File: src/rotation_matrix_to_quaternion_unit_defines.svh
// assertion macros shared by the quaternion unit
`ifndef ROTATION_MATRIX_TO_QUATERNION_UNIT_DEFINES_SVH
`define ROTATION_MATRIX_TO_QUATERNION_UNIT_DEFINES_SVH

// antecedent implies consequent in the same cycle
`define RMQ_ASSERT_SAME(lbl, ante, cons) \
	lbl: assert property (@(posedge clk) disable iff (!arst_n) (ante) |-> (cons)) \
		else $error("assertion failed");

// antecedent implies consequent in the next cycle
`define RMQ_ASSERT_NEXT(lbl, ante, cons) \
	lbl: assert property (@(posedge clk) disable iff (!arst_n) (ante) |=> (cons)) \
		else $error("assertion failed");

`endif

File: src/rmq_pkg.sv
// shared types and codes for the quaternion unit
`timescale 1ns / 1ps
package rmq_pkg;
	// component slots of the quaternion
	localparam logic [1:0] CX = 2'd0;
	localparam logic [1:0] CY = 2'd1;
	localparam logic [1:0] CZ = 2'd2;
	localparam logic [1:0] CW = 2'd3;

	// per-beat control that rides along the pipeline
	typedef struct packed {
		logic [1:0] sel;  // component that takes the half root
		logic [3:0] neg;  // sign of each numerator
	} rmq_ctl_t;
endpackage

File: src/rmq_front.sv
// front stage: trace, pivot choice, radicand and numerators
`timescale 1ns / 1ps
module rmq_front #(
	parameter int W = 16
) (
	input  logic                  clk,
	input  logic                  arst_n,
	input  logic                  en,
	input  logic                  in_vld,
	input  logic signed [W-1:0]   m00, m01, m02, m10, m11, m12, m20, m21, m22,
	output logic                  vld_s1,
	output logic [W+1:0]          rad_s1,
	output logic [3:0][W:0]       mag_s1,
	output rmq_pkg::rmq_ctl_t     ctl_s1
);
	import rmq_pkg::*;
	localparam int E = W + 3;
	localparam int F = W - 2;

	logic signed [E-1:0] e00, e01, e02, e10, e11, e12, e20, e21, e22;
	logic signed [E-1:0] one, trace, rad, mx;
	logic signed [E-1:0] num [4];
	logic [1:0] piv;
	rmq_ctl_t ctl;
	logic [3:0][W:0] mag;

	assign e00 = E'(m00);
	assign e01 = E'(m01);
	assign e02 = E'(m02);
	assign e10 = E'(m10);
	assign e11 = E'(m11);
	assign e12 = E'(m12);
	assign e20 = E'(m20);
	assign e21 = E'(m21);
	assign e22 = E'(m22);
	assign one = E'(1) <<< F;
	assign trace = e00 + e11 + e22;

	// largest diagonal, ties to the lower index
	assign mx = (e11 > e00) ? e11 : e00;
	assign piv = (e22 > mx) ? CZ : ((e11 > e00) ? CY : CX);

	// radicand and numerators for each branch, then sign and magnitude
	always_comb begin
		num[0] = '0;
		num[1] = '0;
		num[2] = '0;
		num[3] = '0;
		if (trace > 0) begin
			rad = trace + one;
			ctl.sel = CW;
			num[0] = e21 - e12;
			num[1] = e02 - e20;
			num[2] = e10 - e01;
		end else begin
			ctl.sel = piv;
			unique case (piv)
				CX: begin
					rad = e00 - e11 - e22 + one;
					num[3] = e21 - e12;
					num[1] = e10 + e01;
					num[2] = e20 + e02;
				end
				CY: begin
					rad = e11 - e22 - e00 + one;
					num[3] = e02 - e20;
					num[2] = e21 + e12;
					num[0] = e01 + e10;
				end
				default: begin
					rad = e22 - e00 - e11 + one;
					num[3] = e10 - e01;
					num[0] = e02 + e20;
					num[1] = e12 + e21;
				end
			endcase
			if (rad < 0) begin
				rad = '0;
			end
		end
		for (int l = 0; l < 4; l++) begin
			ctl.neg[l] = num[l][E-1];
			mag[l] = num[l][E-1] ? (W+1)'(0) - num[l][W:0] : num[l][W:0];
		end
	end

	// stage register
	always_ff @(posedge clk or negedge arst_n) begin
		if (!arst_n) begin
			vld_s1 <= 1'b0;
		end else if (en) begin
			vld_s1 <= in_vld;
		end
	end

	always_ff @(posedge clk) begin
		if (en) begin
			rad_s1 <= rad[W+1:0];
			mag_s1 <= mag;
			ctl_s1 <= ctl;
		end
	end
endmodule

File: config.mk
export PLATFORM = sky130hd
export DESIGN_NAME = rmq_front
export DESIGN_NICKNAME = d
export VERILOG_FILES = /design/src/rotation_matrix_to_quaternion_unit_defines.svh /design/src/rmq_pkg.sv /design/src/rmq_front.sv
export SDC_FILE = /design/constraint.sdc
export NUM_CORES = 1
export LEC_CHECK = 0
export BUFFER_PORTS_ARGS = -buffer_cell sky130_fd_sc_hd__buf_2
export CAP_MARGIN = 0
export CORE_AREA = 2 2 194 148
export DETAILED_ROUTE_END_ITERATION = 8
export DIE_AREA = 0 0 196 150
export PLACE_DENSITY = 0.86
export SLEW_MARGIN = 30
export SYNTH_ARGS = -nofsm -noshare
export SYNTH_HDL_FRONTEND = slang
export SYNTH_SLANG_ARGS = --single-unit
File: constraint.sdc
create_clock -name clk -period 1.2 [get_ports clk]
set_clock_uncertainty 0.05 [all_clocks]
set_input_delay 0.3 -clock clk [delete_from_list [all_inputs] [get_ports clk]]
set_output_delay 0.3 -clock clk [all_outputs]
set_load 0.02 [all_outputs]
==> results of run 1 <==
synthesized netlist by cell type (7+ instances only):
library cell and instances:
o211ai_1 37, edfxtp_1 92, o22ai_1 14, o21a_1 34, inv_1 195, buf_2 34, nand4_1 17, clkbuf_1 39
mux2i_1 20, a21oi_1 153, a211oi_1 22, o31ai_1 24, nor3b_1 8, o31a_1 7, nor2b_1 38, xor2_1 60
o2111ai_1 12, o21bai_1 16, or3_1 22, nor4_1 13, nor2_1 180, o21ai_1 7, buf_1 14, o41ai_1 11
nand2b_1 22, mux2_2 10, ha_1 260, a21o_1 28, nor3_1 56, o21ai_0 122, a311oi_1 10, or2_2 13
nand2_1 162, and3_1 16, a31oi_1 31, fa_1 74, nand3_1 40, nand3b_1 15, o221ai_1 18, and2_1 14
xnor2_1 109
cell families after synthesis:
logic type / after synthesis / synth area share
adders and majority gates: 334 / 0.264
muxes: 33 / 0.0201
DFF: 93 / 0.155
xor gates and xnor gates: 169 / 0.0824
AOI/OAI and AO/OA: 630 / 0.236
and+or+nand+nor: 648 / 0.180
buffers and inverters: 286 / 0.0630
stage by stage:
step	instance area, sq um	hold WS [ns]	setup TNS [ns]	utilization
2_1_floorplan	18500	-0.0456	-372.36	-
3_3_place_gp	25600	0.0284	-391.86	0.929
3_5_place_dp	25600	0.0263	-439.34	0.929
==> qor.yml, run 1 <==
status: "aborted with a tool error"
haltStage: "clock tree synthesis"
first-error: "[ERROR DPL-0038] Utilization greater than 100%, impossible to legalize"
synth_top_area_cell: "ha_1"
ctsResizeCount: 526
io_pins: 241
yosys_warnings: 0
cts_setup_buffers: 102
gp_congestion: 1.18
pre_cts_ws_ns: -5.19
die_x_um: 196
synthFlopType: "edfxtp_1"
yosysTopAreaCellShare: 0.181
dp.cells: 3493
synth_edf_count: 92
ys_ff_latch: 93
htree_num_levels: 3
io_buffer_count: 240
dp_hpwl_mm: 72.3
holdBufCountCts: 1
initial_core_util: 0.651
ys_types: 93
synthesis.area_sq_mm: 0.0180
cts_buffer_depth: 2
synth_cells: 2193
syn_nets: 2675
die_y_um: 150
num_rows: 53
numCtsBuffers: 9
cts.sinks: 93
async_flop_share: 0.0108
root_buffer: "clkbuf_16"
synth.area.top_cells: "ha_1 (18%), edfxtp_1 (15%), fa_1 (8.2%)"
syn_avg_cell_area_sq_um: 8.19
ys_seq_area_frac: 0.155
==> inputs of run 2 (changes only) <==
--- a/config.mk
+++ b/config.mk
@@ -7,10 +7,10 @@
 export LEC_CHECK = 0
 export BUFFER_PORTS_ARGS = -buffer_cell sky130_fd_sc_hd__buf_2
 export CAP_MARGIN = 0
-export CORE_AREA = 2 2 194 148
+export CORE_AREA = 2 2 215 217
 export DETAILED_ROUTE_END_ITERATION = 8
-export DIE_AREA = 0 0 196 150
-export PLACE_DENSITY = 0.86
+export DIE_AREA = 0 0 217 219
+export PLACE_DENSITY_LB_ADDON = 0.15
 export SLEW_MARGIN = 30
 export SYNTH_ARGS = -nofsm -noshare
 export SYNTH_HDL_FRONTEND = slang
==> qor.yml, run 2 <==
dieArea_sq_mm: 0.0475
rrSetupSlack_ns: 0.37
postPlaceCellArea_sq_mm: 0.0265  # +3.3%
synth.area.top_cells: "ha_1 (18%), edfxtp_1 (15%), fa_1 (8.2%)"
whs_path_depth: 2
reg.largest.list: "mag_s1 x68, rad_s1 x18, ctl_s1 x6"
violations: "negative setup slack"
syn_avg_cell_area_sq_um: 8.19  # unchanged
r2r_end: "vld_s1"
max_freq_mhz: 186
drtIter0Drc: 1406
slew_headroom: 0.484
syn_nets: 2675  # unchanged
synth_top_area_cell: "ha_1"
crit_fanout: 7
numCtsBuffers: 9  # unchanged
final_cell_mix: "buf_4 (877), ha_1 (248), inv_1 (181)"
status: "complete, but fails checks"
ys_ff_latch: 93  # unchanged
setup-tns-final_ns: -371.24
end_kind: "register"
grt_pass1_vias: 21400
fillers: 3874
power.leakage_nw: 14.0
drcViolationCount: 0
die_x_um: 217  # +11%
routedWlPerCell_um: 19.7
diodes: 0
grt_max_degree: 59
min_from: "in_vld"
via_per_inst: 5.42
ys_seq_area_frac: 0.155  # unchanged
hold_class: "primary input to register"
async_flop_share: 0.0108  # unchanged
largest_register: "mag_s1"
worstMarginPinSlew_ns: 0.769
setup_viol: 185
num_rows: 78  # +47%
synth_cells: 2193  # unchanged
ir_worst_vdd_mv: 0.883
fin_crit_ns: 5.38
htree_num_levels: 3  # unchanged
cts_tree: "yes"
pre_cts_ws_ns: -4.53  # +0.658 ns
via_count: 21200
drv_cap: 0
fin_ws_ns: -4.18
rsz0062_at_grt: "yes"
yosysTopAreaCellShare: 0.181  # unchanged
core-area_sq_mm: 0.0451
clkLatencyLatePin_ns: 0.39
io_buffer_count: 240  # unchanged
die_y_um: 219  # +46%
grt_pass1_wl_mm: 115
worstSetupPathType: "primary input to register"
wl_mm: 76.9
reg2reg_depth: 1
worstPathRequired_ns: 1.30
largest_reg_flops: 68
gp_congestion: 0.969  # -18%
synth_common_cells: "ha_1 (260), inv_1 (195), nor2_1 (180)"
drive_above_1_share: 0.445
track_usage: 0.313
post-synth-top-count-cell: "ha_1"
synthFlopType: "edfxtp_1"
ys_types: 93  # unchanged
arrival_ns: 5.48
multi_input_area_sq_mm: 0.0155
power_density_mw_per_mm2: 1610
synthesis.area_sq_mm: 0.0180  # unchanged
grt_overflow: 0
ff_latch_area_sq_mm: 0.00279
fin_area_sq_mm: 0.0295
clk_pin_slew_ns: 0.08
yosys_warnings: 0  # unchanged
initial_core_util: 0.398  # -0.253
drt-pass1-iter-count: 7
syn_to_final_growth_pct: 64.4
period_share: 4.49
dp_hpwl_mm: 61.9  # -14%
antenna_found_initial: 0
utilization: 0.655
worstReg2RegStart: "vld_s1"
min_to: "vld_s1"
final_nets: 3781
synth_edf_count: 92  # unchanged
critPathLaunchType: "primary input"
io_pins: 241  # unchanged
cts_buffer_depth: 2  # unchanged
hold_violations: 0
antenna_left: 0
slew_violations: 0
cts.sinks: 93  # unchanged
root_buffer: "clkbuf_16"
layout_commonest_cell: "buf_4"
[run 2: area by class of cell]
class,count,area share
repair buffers,1182,0.319
multi-input cells,1816,0.525
flip-flops and latches,93,0.0944
well taps,600,0.0254
clock buffers,9,0.00762
clock inverters,7,0.00246
inverters,197,0.0263
[run 2: routing by layer]
layer	GRT usage	part of all wire	vias to the layer above
met2	0.574	0.51	656
met5	0	0	-
met4	0.173	0.058	0
met1	0.362	0.40	10200
met3	0.0207	0.037	203
li1	-	-	10100
[run 2: logic make-up after synthesis]
family / share of synthesized area
simple gates: 0.180
compound gates: 0.236
fa+ha+maj: 0.264
buf+inv: 0.0630
xor+xnor: 0.0824
flops: 0.155
mux: 0.0201
[run 2: per-stage QoR]
step / hold WS (ns) / cells / power (mW)
finish: 0.104 / 3904 / 47.5
global route: 0.107 / 3904 / 50.0
CTS: 0.0907 / 3880 / 43.7
detailed placement: 0.0316 / 3807 / 36.7
global placement: 0.0245 / 3807 / 36.4
floorplan: -0.0456 / 2193 / 22.6
[run 2: timing repair]
action	in CTS	in global routing
setup buffers	51	27
hold buffers	1	0
endpoints found under the setup margin	185	185
resized for setup	205	278
hold endpoints to repair	1	0
pin swaps	55	39
gates cloned	10	1
[run 2: critical path, stage by stage]
cell and delay, ns:
buf_8 0.08, clkinvlp_4 0.09, ha_4 0.26, nor4_4 0.34, nand4b_4 0.23, a211oi_4 0.30, nor4_4 0.06, mux2_4 0.41
buf_12 0.18, nor2_4 0.09, a21oi_2 0.04, ha_1 0.30, nand4_1 0.16, buf_4 0.18, o41ai_4 0.40, o21ai_4 0.19
o21a_4 0.20, nor2_2 0.11, mux2_4 0.16, o211ai_1 0.10, or4_4 0.61, buf_6 0.17, o31ai_4 0.20, xor2_1 0.24
nor2_1 0.06
[run 2: worst max path at each step]
stage	endpoint	slack, ns	cells after the start	start
finish	mag_s1[60]	-4.18	25	m11[12]
CTS	mag_s1[31]	-3.98	29	m00[1]
floorplan	mag_s1[31]	-4.66	34	m00[12]
global placement	mag_s1[31]	-4.45	26	m00[8]
global route	mag_s1[60]	-4.35	25	m11[12]
detailed placement	mag_s1[65]	-4.53	25	m11[12]
[run 2: where the power goes]
part           internal (mW)  switching (mW)  total (mW)
Combinational           18.6            19.1        37.7
Clock                   1.48            1.67        3.15
Sequential              5.51            1.05        6.56
Note: power is estimated with default switching activity, not from simulation.
==> inputs of run 3 (changes only) <==
--- a/config.mk
+++ b/config.mk
@@ -10,6 +10,7 @@
 export CORE_AREA = 2 2 215 217
 export DETAILED_ROUTE_END_ITERATION = 8
 export DIE_AREA = 0 0 217 219
+export MAX_ROUTING_LAYER = met4
 export PLACE_DENSITY_LB_ADDON = 0.15
 export SLEW_MARGIN = 30
 export SYNTH_ARGS = -nofsm -noshare
==> qor.yml, run 3 (synthesized netlist as in run 2, its figures left out) <==
drtIter0Drc: 1503  # +6.9%
grt_overflow: 0  # unchanged
reg.largest.list: "mag_s1 x68, rad_s1 x18, ctl_s1 x6"
end_kind: "register"
htree_num_levels: 3  # unchanged
p_comb_frac: 0.798  # +0.003
syn_to_final_growth_pct: 64.7
p_int_mw: 25.8  # +0.67%
setup-tns-final_ns: -374.36  # -3.12 ns
largest_register: "mag_s1"
dieArea_sq_mm: 0.0475  # unchanged
grt_pass1_vias: 21600  # +0.92%
violations: "negative setup slack"
drcViolationCount: 0  # unchanged
rsz0062_at_grt: "yes"
setup_viol: 185  # unchanged
min_to: "vld_s1"
cts_buffer_depth: 2  # unchanged
dp_hpwl_mm: 63.4  # +2.5%
critPathMaxStageDelay_ns: 0.47  # -0.14 ns
worstReg2RegStart: "vld_s1"
clk_pin_slew_ns: 0.08  # about the same
antenna_left: 0  # unchanged
power_density_mw_per_mm2: 1610  # +0.51%
r2r_end: "vld_s1"
worstMarginPinSlew_ns: 0.830  # +0.0612 ns
hold_violations: 0  # unchanged
worstSetupPathType: "primary input to register"
layout.cells.non_filler: 3905  # +0.026%
initial_core_util: 0.398  # unchanged
clkLatencyLatePin_ns: 0.39  # about the same
via_count: 21100  # -0.60%
drive_above_1_share: 0.440  # -0.00467
cts_tree: "yes"
root_buffer: "clkbuf_16"
cp_common_cell: "buf_4"
wl_mm: 78.6  # +2.2%
core-area_sq_mm: 0.0451  # unchanged
slew_headroom: 0.443  # -0.0413
worstPathRequired_ns: 1.29  # about the same
critPathTopFamily: "simple AND/OR/NAND/NOR gates"
diodes: 0  # unchanged
critPathBufInv: 7  # +2
final_cell_mix: "buf_4 (873), ha_1 (248), inv_1 (182)"
grt_max_degree: 61  # +3.4%
via_per_inst: 5.39  # -0.63%
min_from: "in_vld"
critPathLaunchType: "primary input"
layout_commonest_cell: "buf_4"
die_y_um: 219  # unchanged
fin_ws_ns: -4.21  # -0.0240 ns
cp_slowest_cell: "fa_1"
largest_reg_flops: 68  # unchanged
max_freq_mhz: 185  # -0.44%
ir_worst_vdd_mv: 1.06  # +20%
pwr-share-clk: 0.064  # -0.002
arrival_ns: 5.50  # +0.02 ns
reg2reg_depth: 2  # +1
io_pins: 241  # unchanged
track_usage: 0.330  # +0.0169
power.switching_mw: 22.0  # +0.61%
io_buffer_count: 240  # unchanged
drv_cap: 0  # unchanged
hold_class: "primary input to register"
gp_congestion: 0.975  # +0.64%
slew_violations: 0  # unchanged
crit_fanout: 8  # +1
cts.sinks: 93  # unchanged
period_share: 4.51  # +0.0200
dp.cells: 3784  # -0.60%
final_nets: 3782  # +0.026%
routedWlPerCell_um: 20.1  # +2.1%
rrSetupSlack_ns: 0.24  # -0.13 ns
holdWs_ns: 0.133  # +0.0286 ns
antenna_found_initial: 0  # unchanged
num_rows: 78  # unchanged
power.leakage_nw: 14.0  # about the same
status: "complete, but fails checks"
fillers: 3887  # +0.34%
drt-pass1-iter-count: 6  # -1
numCtsBuffers: 9  # unchanged
swShare: 0.460  # about the same
whs_path_depth: 2  # unchanged
die_x_um: 217  # unchanged
fin_crit_ns: 5.41  # +0.0240 ns
power.total_mw: 47.8  # +0.64%
grt_pass1_wl_mm: 118  # +2.5%
pre_cts_ws_ns: -4.59  # -0.0582 ns
pwr-share-seq: 0.138  # about the same
## run 3: final cells by class
| cell class | count | area (sq um) | share of cell area |
|---|---|---|---|
| multi-input cells | 1815 | 15500 | 0.523 |
| repair buffers | 1184 | 9500 | 0.321 |
| flip-flops and latches | 93 | 2790 | 0.0942 |
| inverters | 197 | 773 | 0.0261 |
| well taps | 600 | 751 | 0.0254 |
| clock buffers | 9 | 225 | 0.00761 |
| clock inverters | 7 | 75.1 | 0.00254 |
## run 3: through the flow
step | area (sq um) | utilization
after CTS | 28500 | 0.633
after global routing | 29600 | 0.656
after global placement | 26300 | 0.583
after detailed placement | 26300 | 0.583
after floorplan | 18500 | -
final | 29600 | 0.656
## run 3: worst reg2reg max path, delay by kind of cell (launching register included)
| family | cells | cell delay [ns] |
|---|---|---|
| buffers and inverters | 1 | 0.14 |
| DFF | 1 | 0.40 |
| muxes | 1 | 0.26 |
## run 3: routing by layer
metal  vias up  part of all wire  global-route usage
li1      10100                 -                   -
met5         -                 0                   -
met4         0             0.049               0.144
met1     10200              0.40               0.376
met3       168             0.033              0.0176
met2       604              0.52               0.599
## run 3: worst max-delay path by stage
stage                  from    endpoint  slack [ns]  cells past startpoint
finish               m00[1]  mag_s1[61]       -4.21                     30
global route        m00[10]  mag_s1[65]       -4.48                     26
CTS                  m00[1]  mag_s1[31]       -4.02                     28
detailed placement   m00[1]  mag_s1[48]       -4.59                     25
global placement     m00[8]   mag_s1[6]       -4.51                     23
floorplan           m00[12]  mag_s1[31]       -4.66                     34
## run 3: power groups by stage
| stage | combinational, mW | sequential, mW | clock [mW] |
|---|---|---|---|
| 3_3_place_gp | 30.0 | 6.41 | 0 |
| 6_report | 38.1 | 6.61 | 3.07 |
| 2_1_floorplan | 15.1 | 7.47 | 0 |
| 5_1_grt | 40.4 | 6.64 | 3.22 |
| 4_1_cts | 35.0 | 6.58 | 3.13 |
| 3_5_place_dp | 30.3 | 6.37 | 0 |
## run 3: timing repair
item                       4_1_cts  5_1_grt
hold buffers                     1        0
setup endpoints to repair      185      185
resized for setup              335      138
hold endpoints to repair         1        0
buffers inserted                61       40
pin swaps                       52       63
cloned                           8        3
